===== src/rtl/tsp_pkg.sv =====
`timescale 1ns / 1ps
`default_nettype none
// ----------------------------------------------------------------------------
// tsp_pkg
// Types and protocol constants of the telnet receive-stream parser.
// ----------------------------------------------------------------------------
package tsp_pkg;

	localparam logic [7:0] OPT_ECHO = 8'd1;
	localparam logic [7:0] OPT_EOR  = 8'd25;
	localparam logic [7:0] CMD_GA   = 8'd249;
	localparam logic [7:0] CMD_WILL = 8'd251;
	localparam logic [7:0] CMD_WONT = 8'd252;
	localparam logic [7:0] CMD_DO   = 8'd253;
	localparam logic [7:0] CMD_DONT = 8'd254;
	localparam logic [7:0] CMD_IAC  = 8'd255;
	localparam logic [7:0] CHR_CR   = 8'd13;
	localparam logic [7:0] CHR_LF   = 8'd10;
	localparam logic [7:0] CHR_NUL  = 8'd0;

	localparam logic [2:0] VERB_NONE = 3'd0;
	localparam logic [2:0] VERB_WILL = 3'd1;
	localparam logic [2:0] VERB_WONT = 3'd2;
	localparam logic [2:0] VERB_DO   = 3'd3;
	localparam logic [2:0] VERB_DONT = 3'd4;

	localparam logic [1:0] DLV_NONE   = 2'd0;
	localparam logic [1:0] DLV_LINE   = 2'd1;
	localparam logic [1:0] DLV_PROMPT = 2'd2;
	localparam logic [1:0] DLV_FLUSH  = 2'd3;

	localparam int OUT_W = 32;

	typedef struct packed {
		logic       iac_seen;
		logic [2:0] pending_verb;
		logic       echo_flag;
		logic       eor_flag;
	} state_t;

	typedef struct packed {
		logic       data_valid;
		logic [7:0] data_byte;
		logic [1:0] deliver;
		logic       send_reply;
		logic [7:0] reply_verb;
		logic [7:0] reply_option;
		logic       echo_changed;
		logic       echo_flag_out;
		logic       eor_flag_out;
	} result_t;

endpackage : tsp_pkg
`default_nettype wire


===== src/rtl/tsp_decode.sv =====
`timescale 1ns / 1ps
`default_nettype none
// ----------------------------------------------------------------------------
// tsp_decode
// Byte decoder: next parser state and the result for one received byte.
// ----------------------------------------------------------------------------
module tsp_decode (
	input  wire logic [7:0]       in_byte,
	input  wire logic             raw_mode,
	input  wire tsp_pkg::state_t  cur,
	output tsp_pkg::state_t       nxt,
	output tsp_pkg::result_t      res
);
	import tsp_pkg::*;

	logic verb_pending;
	logic is_verb;

	assign verb_pending = (cur.pending_verb >= VERB_WILL) && (cur.pending_verb <= VERB_DONT);
	assign is_verb      = (in_byte >= CMD_WILL) && (in_byte <= CMD_DONT);

	always_comb begin
		nxt = cur;
		res = '0;
		if (in_byte == CHR_NUL) begin
			// Chunk end is honored even in the middle of a command sequence.
			if (raw_mode) begin
				res.deliver = DLV_FLUSH;
			end
		end else if (!cur.iac_seen) begin
			if (in_byte == CMD_IAC) begin
				nxt.iac_seen = 1'b1;
			end else if (in_byte == CHR_CR && !raw_mode) begin
				res.deliver = DLV_NONE;
			end else if (in_byte == CHR_LF && !raw_mode) begin
				res.deliver = DLV_LINE;
			end else begin
				res.data_valid = 1'b1;
				res.data_byte  = in_byte;
			end
		end else if (!verb_pending) begin
			if (is_verb) begin
				nxt.pending_verb = in_byte[2:0] - CMD_WILL[2:0] + VERB_WILL;
			end else if (in_byte == CMD_GA || (in_byte == OPT_EOR && cur.eor_flag)) begin
				res.deliver  = DLV_PROMPT;
				nxt.iac_seen = 1'b0;
			end else begin
				nxt.iac_seen = 1'b0;
			end
		end else begin
			nxt.iac_seen     = 1'b0;
			nxt.pending_verb = VERB_NONE;
			if (in_byte == OPT_ECHO) begin
				if (cur.pending_verb == VERB_DO) begin
					res.send_reply   = 1'b1;
					res.reply_verb   = CMD_WONT;
					res.reply_option = OPT_ECHO;
				end else if (cur.pending_verb == VERB_WILL || cur.pending_verb == VERB_WONT) begin
					// Remote WONT ECHO turns local echo on.
					if (cur.echo_flag != (cur.pending_verb == VERB_WONT)) begin
						nxt.echo_flag    = (cur.pending_verb == VERB_WONT);
						res.send_reply   = 1'b1;
						res.reply_verb   = (cur.pending_verb == VERB_WONT) ? CMD_DONT : CMD_DO;
						res.reply_option = OPT_ECHO;
						res.echo_changed = 1'b1;
					end
				end
			end else if (in_byte == OPT_EOR) begin
				if (cur.pending_verb == VERB_DO) begin
					res.send_reply   = 1'b1;
					res.reply_verb   = CMD_WONT;
					res.reply_option = OPT_EOR;
				end else if (cur.pending_verb == VERB_WILL || cur.pending_verb == VERB_WONT) begin
					if (cur.eor_flag != (cur.pending_verb == VERB_WILL)) begin
						nxt.eor_flag     = (cur.pending_verb == VERB_WILL);
						res.send_reply   = 1'b1;
						res.reply_verb   = (cur.pending_verb == VERB_WILL) ? CMD_DO : CMD_DONT;
						res.reply_option = OPT_EOR;
					end
				end
			end else begin
				if (cur.pending_verb == VERB_DO) begin
					res.send_reply   = 1'b1;
					res.reply_verb   = CMD_WONT;
					res.reply_option = in_byte;
				end else if (cur.pending_verb == VERB_WILL) begin
					res.send_reply   = 1'b1;
					res.reply_verb   = CMD_DONT;
					res.reply_option = in_byte;
				end
			end
		end
		res.echo_flag_out = nxt.echo_flag;
		res.eor_flag_out  = nxt.eor_flag;
	end

endmodule : tsp_decode
`default_nettype wire


===== src/rtl/telnet_stream_parser.sv =====
`timescale 1ns / 1ps
`default_nettype none
// ----------------------------------------------------------------------------
// telnet_stream_parser
// Telnet receive-stream parser with IAC option negotiation.
//
// Received bytes enter on the s_axis channel, one byte per beat. Every byte
// yields exactly one result beat on m_axis: line data, a line, prompt or
// chunk delivery code, an optional negotiation reply and the echo and EOR
// flags. The raw_mode register is written through cfg_we and cfg_wdata.
// A byte is captured in an input register, decoded against the parser state
// and lands in the result register that drives m_axis; one byte is taken in
// every cycle while the receiver keeps m_axis_tready high.
// The state registers update when a byte moves into the result register.
// When the receiver stalls, the result register holds and one more byte can
// wait in the input register; s_axis_tready then drops until m_axis moves.
// Reset clears the parser state, the raw_mode register and both valid flags.
// ----------------------------------------------------------------------------
module telnet_stream_parser (
	input  wire logic        clk,
	input  wire logic        arst_n,
	input  wire logic        cfg_we,
	input  wire logic        cfg_wdata,
	input  wire logic        s_axis_tvalid,
	output logic             s_axis_tready,
	input  wire logic [7:0]  s_axis_tdata,   // [7:0] in_byte
	output logic             m_axis_tvalid,
	input  wire logic        m_axis_tready,
	// [0] data_valid, [8:1] data_byte, [10:9] deliver, [11] send_reply,
	// [19:12] reply_verb, [27:20] reply_option, [28] echo_changed,
	// [29] echo_flag_out, [30] eor_flag_out, [31] zero
	output logic [tsp_pkg::OUT_W-1:0] m_axis_tdata
);
	import tsp_pkg::*;

	logic       raw_mode_q;
	logic       valid_s1;
	logic [7:0] byte_s1;
	state_t     state_q;
	state_t     state_nxt;
	result_t    res_nxt;
	result_t    res_q;
	logic       out_valid_q;
	logic       advance;

	assign advance       = valid_s1 && (!out_valid_q || m_axis_tready);
	assign s_axis_tready = !valid_s1 || advance;

	tsp_decode u_decode (
		.in_byte  (byte_s1),
		.raw_mode (raw_mode_q),
		.cur      (state_q),
		.nxt      (state_nxt),
		.res      (res_nxt)
	);

	always_ff @(posedge clk or negedge arst_n) begin
		if (!arst_n) begin
			raw_mode_q  <= 1'b0;
			valid_s1    <= 1'b0;
			state_q     <= '0;
			out_valid_q <= 1'b0;
		end else begin
			if (cfg_we) begin
				raw_mode_q <= cfg_wdata;
			end
			if (s_axis_tready) begin
				valid_s1 <= s_axis_tvalid;
			end
			if (advance) begin
				state_q     <= state_nxt;
				out_valid_q <= 1'b1;
			end else if (m_axis_tready) begin
				out_valid_q <= 1'b0;
			end
		end
	end

	always_ff @(posedge clk) begin
		if (s_axis_tready && s_axis_tvalid) begin
			byte_s1 <= s_axis_tdata;
		end
		if (advance) begin
			res_q <= res_nxt;
		end
	end

	assign m_axis_tvalid = out_valid_q;
	assign m_axis_tdata  = {1'b0, res_q.eor_flag_out, res_q.echo_flag_out, res_q.echo_changed,
		res_q.reply_option, res_q.reply_verb, res_q.send_reply, res_q.deliver,
		res_q.data_byte, res_q.data_valid};

	// A reply always carries one of the four negotiation verbs.
	a_reply_verb: assert property (@(posedge clk) disable iff (!arst_n)
		(out_valid_q && res_q.send_reply) |->
		(res_q.reply_verb >= CMD_WILL && res_q.reply_verb <= CMD_DONT))
		else $error("reply with a verb outside WILL..DONT");

	// A data beat carries no delivery and no reply.
	a_data_alone: assert property (@(posedge clk) disable iff (!arst_n)
		(out_valid_q && res_q.data_valid) |->
		(res_q.deliver == DLV_NONE && !res_q.send_reply))
		else $error("data byte combined with delivery or reply");

	// A pending verb only exists inside an IAC sequence.
	a_verb_in_iac: assert property (@(posedge clk) disable iff (!arst_n)
		(state_q.pending_verb != VERB_NONE) |-> state_q.iac_seen)
		else $error("pending verb outside IAC sequence");

	// The flags shown in the result track the parser state.
	a_flags_track: assert property (@(posedge clk) disable iff (!arst_n)
		advance |=> (res_q.echo_flag_out == state_q.echo_flag &&
			res_q.eor_flag_out == state_q.eor_flag))
		else $error("result flags differ from parser state");

	// A stalled result beat is not overwritten.
	a_no_overrun: assert property (@(posedge clk) disable iff (!arst_n)
		(out_valid_q && !m_axis_tready) |-> !advance)
		else $error("result register overwritten under stall");

endmodule : telnet_stream_parser
`default_nettype wire


===== config.mk =====
export PLATFORM = sky130hd
export DESIGN_NAME = telnet_stream_parser
export DESIGN_NICKNAME = d
export VERILOG_FILES = /design/src/rtl/tsp_pkg.sv /design/src/rtl/tsp_decode.sv /design/src/rtl/telnet_stream_parser.sv
export SDC_FILE = /design/constraint.sdc
export NUM_CORES = 1
export LEC_CHECK = 0
export BUFFER_PORTS_ARGS = -buffer_cell sky130_fd_sc_hd__clkbuf_2
export CORE_MARGIN = 4
export CORE_UTILIZATION = 54
export DETAILED_ROUTE_END_ITERATION = 10
export HOLD_SLACK_MARGIN = 0.05
export PLACE_DENSITY = 0.84
export SLEW_MARGIN = 15
export SYNTH_ARGS = -nofsm -noshare
export SYNTH_HDL_FRONTEND = slang
export SYNTH_SLANG_ARGS = --single-unit

===== constraint.sdc =====
create_clock -name clk -period 2.45 [get_ports clk]
set_input_delay 0.1225 -clock clk [delete_from_list [all_inputs] [get_ports clk]]
set_output_delay 0.1225 -clock clk [all_outputs]
set_load 0.01 [all_outputs]

; Word-level counts from Yosys, hierarchy flattened
; Cells that the tools add are included.
[totals]
latchBits = 0
reg_bits = 48
word_cells = 103
romBits = 0
ramBits = 0
n_memories = 0
in_bits = 14
[op_classes]
n_shift = 0
n_div = 0
reduce_logical = 23
n_bitwise = 5
eq_ne = 11
add_sub_neg = 2
order_cmp = 4
mul = 0
muxes = 41
[op_table]
columns = op, count
row1 = 17-bit 2-to-1 mux, 8
row2 = 18-bit 2-to-1 mux, 2
row3 = 2-bit 2-to-1 mux, 13
row4 = 8-bit by 4-bit equality test with 1-bit output (second input constant), 2
row5 = 8-bit equality test (second input constant), 2
row6 = 1-bit 2-to-1 mux, 15
row7 = 9-bit 2-to-1 mux, 1
row8 = 8-bit by 1-bit equality test with 1-bit output (second input constant), 1
row9 = 8-bit by 5-bit equality test with 1-bit output (second input constant), 1
row10 = 8-bit greater-or-equal comparator (second input constant), 1
row11 = 8-bit less-or-equal comparator (second input constant), 1
row12 = 8-bit zero test, 1
row13 = 1-bit logical AND, 7
row14 = 3-bit by 2-bit equality test with 1-bit output (second input constant), 2
row15 = 6-bit OR reduction, 1
row16 = 1-bit inverter, 5
row17 = 5-bit OR reduction, 1
row18 = 1-bit logical OR, 4
row19 = 4-bit 2-to-1 mux, 1
row20 = 4-bit AND reduction, 1
row21 = 2-bit nonzero test, 2
row22 = 4-bit OR reduction, 1
row23 = 3-bit by 1-bit adder with 3-bit output (second input constant), 1
row24 = 3-bit by 1-bit equality test with 1-bit output (second input constant), 1
row25 = other kinds (8), 11

; Longest topological paths before layout
[depth]
word_depth = 10
mapped_depth = 9
depth_no_buf = 8

; Hierarchy
; A second synthesis with hierarchy kept.
[hier_totals]
hier_cells = 188
hier_area_um2 = 2442.3
[modules_own_cells]
columns = mod, cells_each, area_each_um2, instances
row1 = telnet_stream_parser, 64, 1565.3, 1
row2 = tsp_decode, 124, 877.1, 1

; Worst setup path after synthesis
; OpenSTA, ideal clock, no wires.
[synth_path]
path_kind = register to register
startpoint = reg out_valid_q (netlist: m_axis_tvalid)
endpoint = reg state_q[4] (netlist bit)
t_arrival_ps = 1844
stages_incl_launch_ff = 5
setup_time_ps = 121
setup_slack_ps = 485
path_buffers = 0
required_time_ps = 2329
path_cell_list = dfrtp_1 -> nand2b_1 -> and2_1 -> o2111ai_1 -> a22o_1
[synth_via]
elab_chain_cells = 4
[synth_rtl]
columns = item, line_no
row1 = from (decl), telnet_stream_parser.sv:43  ; logic out_valid_q;
row2 = from (signal assigned), telnet_stream_parser.sv:62  ; out_valid_q <= 1'b0;
row3 = from (signal assigned), telnet_stream_parser.sv:72  ; out_valid_q <= 1'b1;
row4 = from (signal assigned), telnet_stream_parser.sv:74  ; out_valid_q <= 1'b0;
row5 = 1-bit zero test, telnet_stream_parser.sv:46  ; assign advance = valid_s1 && (!out_valid_q || m_axis_tready);
row6 = 1-bit logical OR, telnet_stream_parser.sv:46
row7 = 1-bit logical AND, telnet_stream_parser.sv:46
row8 = via advance, telnet_stream_parser.sv:44  ; logic advance;
row9 = 4-bit AND reduction (no line), n/a
row10 = to (signal assigned), telnet_stream_parser.sv:71  ; state_q <= state_nxt;
row11 = to (decl), telnet_stream_parser.sv:39  ; state_t state_q;
; The timed path passes the listed nets, and every way through them passes these cells.
; A chain may end at the register's enable or synchronous reset.

; Worst setup path after layout
[layout_path]
startpoint = reg state_q[2] (netlist bit)
endpoint = reg res_q, in the netlist m_axis_tdata[23], data pin
[layout_via]
elab_chain_cells = 7
elab_cells_between_ends = 19
cone_classes = 2 x order compare / 4 x eq/ne / 9 x mux / 1 x bitwise / 3 x reduce/logical
[layout_rtl]
columns = item, line_no
row1 = 3-bit by 1-bit equality test with 1-bit output, n/a
row2 = 1-bit != test, tsp_decode.sv:74  ; if (cur.eor_flag != (cur.pending_verb == VERB_WILL)) begin
row3 = 17-bit 2-to-1 mux, tsp_decode.sv:74
row4 = 17-bit 2-to-1 mux, tsp_decode.sv:73  ; end else if (cur.pending_verb == VERB_WILL || cur.pending_verb == VERB_WONT) begin
row5 = 17-bit 2-to-1 mux, tsp_decode.sv:69  ; if (cur.pending_verb == VERB_DO) begin
row6 = 17-bit 2-to-1 mux, tsp_decode.sv:68  ; end else if (in_byte == OPT_EOR) begin
row7 = 17-bit 2-to-1 mux, tsp_decode.sv:53  ; if (in_byte == OPT_ECHO) begin
row8 = to (signal assigned), telnet_stream_parser.sv:84  ; res_q <= res_nxt;
row9 = to (decl), telnet_stream_parser.sv:42  ; result_t res_q;
; Parallel ways exist; a longest one is shown, timed or not.

==> results.py <==
metrics = {
    "status": {
        "status": "complete, no violations",
    },
    "timing": {
        "setup_viol_count_final": 0,
        "period_minus_slack_ns": 2.030,
        "finalCritPeriodShare": 0.8285,
        "hold_viol": 0,
        "grt_setup_unrepaired": "no",
        "setup_tns_ns": 0,
        "slew_headroom": 0.6504,
        "slew_viol_final": 0,
        "tightest_slew_ns": 0.5244,
        "clock_skew_ns": 0.004933,
        "fmax_mhz": 492.7,
    },
    "clock_network": {
        "clock-sinks": 42,
        "cts_buffers": 5,
        "clk_pin_slew_ns": 0.08,
        "cts_setup_buffers": 0,
        "clk_path_buf_depth": 2,
        "clkLatencyLatePin_ns": 0.30,
        "cts-htree-levels": 2,
        "cts_tree": "yes",
        "root_buffer": "clkbuf_8",
    },
    "synth": {
        "synth_nets": 200,
        "syn_inst": 182,
        "yosysSeqAreaShare": 0.5618,
        "syn_avg_cell_area_sq_um": 11.89,
        "synth_edf_count": 33,
        "ys_types": 50,
        "async_reset_ff_frac": 0.2143,
        "synth_area_leader_cell": "edfxtp_1",
        "synth-warning-count": 0,
        "ys.flop_type": "edfxtp_1",
        "synth.area.top_cells": "edfxtp_1, dfrtp_1, nand3_1, and2_1, buf_4",
        "ys_seq_elements": 42,
        "syn-cell-area_sq_mm": 0.002165,
        "synth_top_area_frac": 0.4578,
    },
    "die": {
        "io_pins": 48,
        "core_sq_mm": 0.003771,
        "chipHeight_um": 71.31,
        "std_cell_rows": 22,
        "dieArea_sq_mm": 0.005085,
        "start_util": 0.5740,
        "die_w_um": 71.31,
    },
    "global_route": {
        "grt_pass1_wl_mm": 7.341,
        "gr-total-overflow": 0,
        "antenna_found_initial": 0,
        "grt_pass1_vias": 1509,
        "grt_max_degree": 18,
        "grt_usage": 0.1851,
    },
    "route": {
        "via_per_inst": 5.738,
        "drt_iter0_markers": 139,
        "wl_mm": 4.347,
        "num_vias": 1618,
        "wl_per_cell_um": 15.41,
        "drc": 0,
        "ant_nets": 0,
        "drt-pass1-iter-count": 4,
    },
    "worst_setup_path": {
        "cp.arrival_ns": 2.12,
        "cp_data_required_time_ns": 2.54,
        "start_kind": "flip-flop",
        "end_kind": "flip-flop",
        "critical_path_class": "reg -> reg",
        "crit_fanout": 11,
    },
    "placed_design": {
        "globalplace.congestion": 0.8601,
        "post-dp-hpwl_mm": 3.040,
        "io_buffers": 46,
        "dp_cells": 262,
        "dpl_cell_area_sq_mm": 0.002365,
    },
    "power_and_ir_drop": {
        "p_sw_frac": 0.2206,
        "power.switching_mw": 0.3351,
        "clockPowerShare": 0.349,
        "pwr_density_cell_mw_per_mm2": 585.1,
        "power.internal_mw": 1.184,
        "total_power_mw": 1.519,
        "p_comb_frac": 0.096,
        "power.share.sequential": 0.555,
        "leakagePower_nw": 1.056,
        "vdd_ir_drop_max_mv": 0.3870,
    },
    "worst_hold_path": {
        "hold_class": "in -> reg",
    },
    "cells_and_area": {
        "fin_nets": 251,
        "drive_gt1_frac": 0.2735,
        "final_util": 0.6885,
        "diodes": 0,
        "area_growth_pct": 19.94,
        "final_cells": 282,
        "final_area_sq_mm": 0.002596,
    },
    "flow_run": {
        "cap_violations": 0,
    },
}
[layout make-up]
cell class / count / area, sq um
fillers: 268 / 1175
multi-input cells: 112 / 799.5
repair buffers: 61 / 372.9
inverters: 11 / 41.29
flip-flops and latches: 42 / 1216
well taps: 48 / 60.06
clock inverters: 1 / 30.03
clock buffers: 7 / 76.32
[cells in the final DEF, fill, tap and decap left out, types with 3 or more instances in the layout]
cell           count
and2_1            10
o211ai_1           4
clkbuf_2          46
ha_1               4
dlygate4sd3_1     12
nor3_1             7
nor3b_1            4
nand3_1           13
nor2_1             6
clkbuf_8           5
nand2b_1           5
dfrtp_1            9
edfxtp_1          33
a21oi_1            3
and3_1             3
buf_4              3
o22ai_1            4
nand2_1            7
a22o_1             3
inv_1             11
[path summary, 6_finish.rpt]
| kind | cells after the start | slack, ns | start | to |
|---|---|---|---|---|
| worst max-delay path | 6 | 0.42 | state_q[2]$_DFFE_PN0P_ | m_axis_tdata[23]$_SDFFCE_PP0P_ |
| worst min-delay path | 3 | 0.13 | m_axis_tready | valid_s1$_DFFE_PN0N_ |
| worst max register to register | 6 | 0.42 | state_q[2]$_DFFE_PN0P_ | m_axis_tdata[23]$_SDFFCE_PP0P_ |
| worst min register to register | 2 | 0.60 | m_axis_tvalid$_DFFE_PN0P_ | valid_s1$_DFFE_PN0N_ |
| max in group asynchronous | 2 | 2.05 | arst_n | state_q[1]$_DFFE_PN0P_ |
| min in group asynchronous | 2 | 0.21 | arst_n | raw_mode_q$_DFFE_PN0P_ |
[synthesized netlist by cell type, types with 2 or more instances]
| cell | instances |
|---|---|
| o21ai_0 | 2 |
| nor3_1 | 7 |
| inv_1 | 11 |
| clkbuf_1 | 2 |
| o32ai_1 | 2 |
| edfxtp_1 | 33 |
| and3_1 | 3 |
| dfrtp_1 | 9 |
| nor3b_1 | 5 |
| buf_6 | 2 |
| o211a_1 | 2 |
| nor4b_1 | 2 |
| o31ai_1 | 2 |
| and2_1 | 10 |
| buf_4 | 7 |
| nor2_1 | 6 |
| a22o_1 | 3 |
| o22ai_1 | 4 |
| and3b_1 | 2 |
| and4_1 | 2 |
| buf_2 | 6 |
| a22oi_1 | 2 |
| nand2_1 | 7 |
| nand3_1 | 13 |
| o211ai_1 | 4 |
| nand2b_1 | 5 |
| ha_1 | 4 |
| a21oi_1 | 3 |
[flip-flops by register name (all words and copies together) (netlist names)]
| signal | cells |
|---|---|
| valid_s1 | 1 |
| m_axis_tdata | 25 |
| m_axis_tvalid | 1 |
| state_q | 6 |
| byte_s1 | 8 |
| raw_mode_q | 1 |
[metrics by stage]
step,hold slack (ns),setup WS [ns]
3_3_place_gp,-0.006043,0.5148
5_1_grt,0.1560,0.1341
4_1_cts,0.1338,0.3243
6_report,0.1293,0.4203
2_1_floorplan,-0.1731,0.4848
3_5_place_dp,-0.01139,0.3563
[kinds of logic (layout without fill, tap and decap cells)]
kind of cell | Yosys count | count (layout) | share of synthesized area
AO/OA/AOI/OAI | 33 | 33 | 0.1168
AND/OR/NAND/NOR | 72 | 72 | 0.2173
adder cells (fa/ha/maj) | 4 | 4 | 0.02312
other | 1 | 1 | 0.001732
buffers and inverters | 28 | 80 | 0.07110
XOR/XNOR | 2 | 2 | 0.008094
flip-flops | 42 | 42 | 0.5619
[repair_timing]
action | CTS | global route
hold buffers | 12 | 0
endpoints found under the setup margin | 0 | 1
gates resized for setup | 0 | 1
hold endpoints to repair | 19 | 0
[per-layer routing]
| metal | up-vias | share of wire | GRT usage |
|---|---|---|---|
| met2 | 66 | 0.49 | 0.2949 |
| met3 | 11 | 0.069 | 0.05330 |
| li1 | 775 | - | - |
| met4 | 0 | 0.027 | 0.08142 |
| met1 | 766 | 0.41 | 0.2347 |
| met5 | - | 0 | 0 |
[worst max-delay path, stage by stage, from the launching register on]
cell and delay [ns]:
dfrtp_1 0.53, nor3b_2 0.30, ha_1 0.29, inv_1 0.06, a41o_1 0.15, a21oi_1 0.12, nor4b_1 0.38
[power by group through the flow]
stage	clock [mW]	sequential, mW	combinational (mW)
floorplan	0	0.861	0.0732
global placement	0	0.856	0.129
detailed placement	0	0.858	0.130
CTS	0.533	0.843	0.146
global route	0.566	0.847	0.160
finish	0.530	0.843	0.146
No activity file was read; power rests on OpenSTA's default activity.
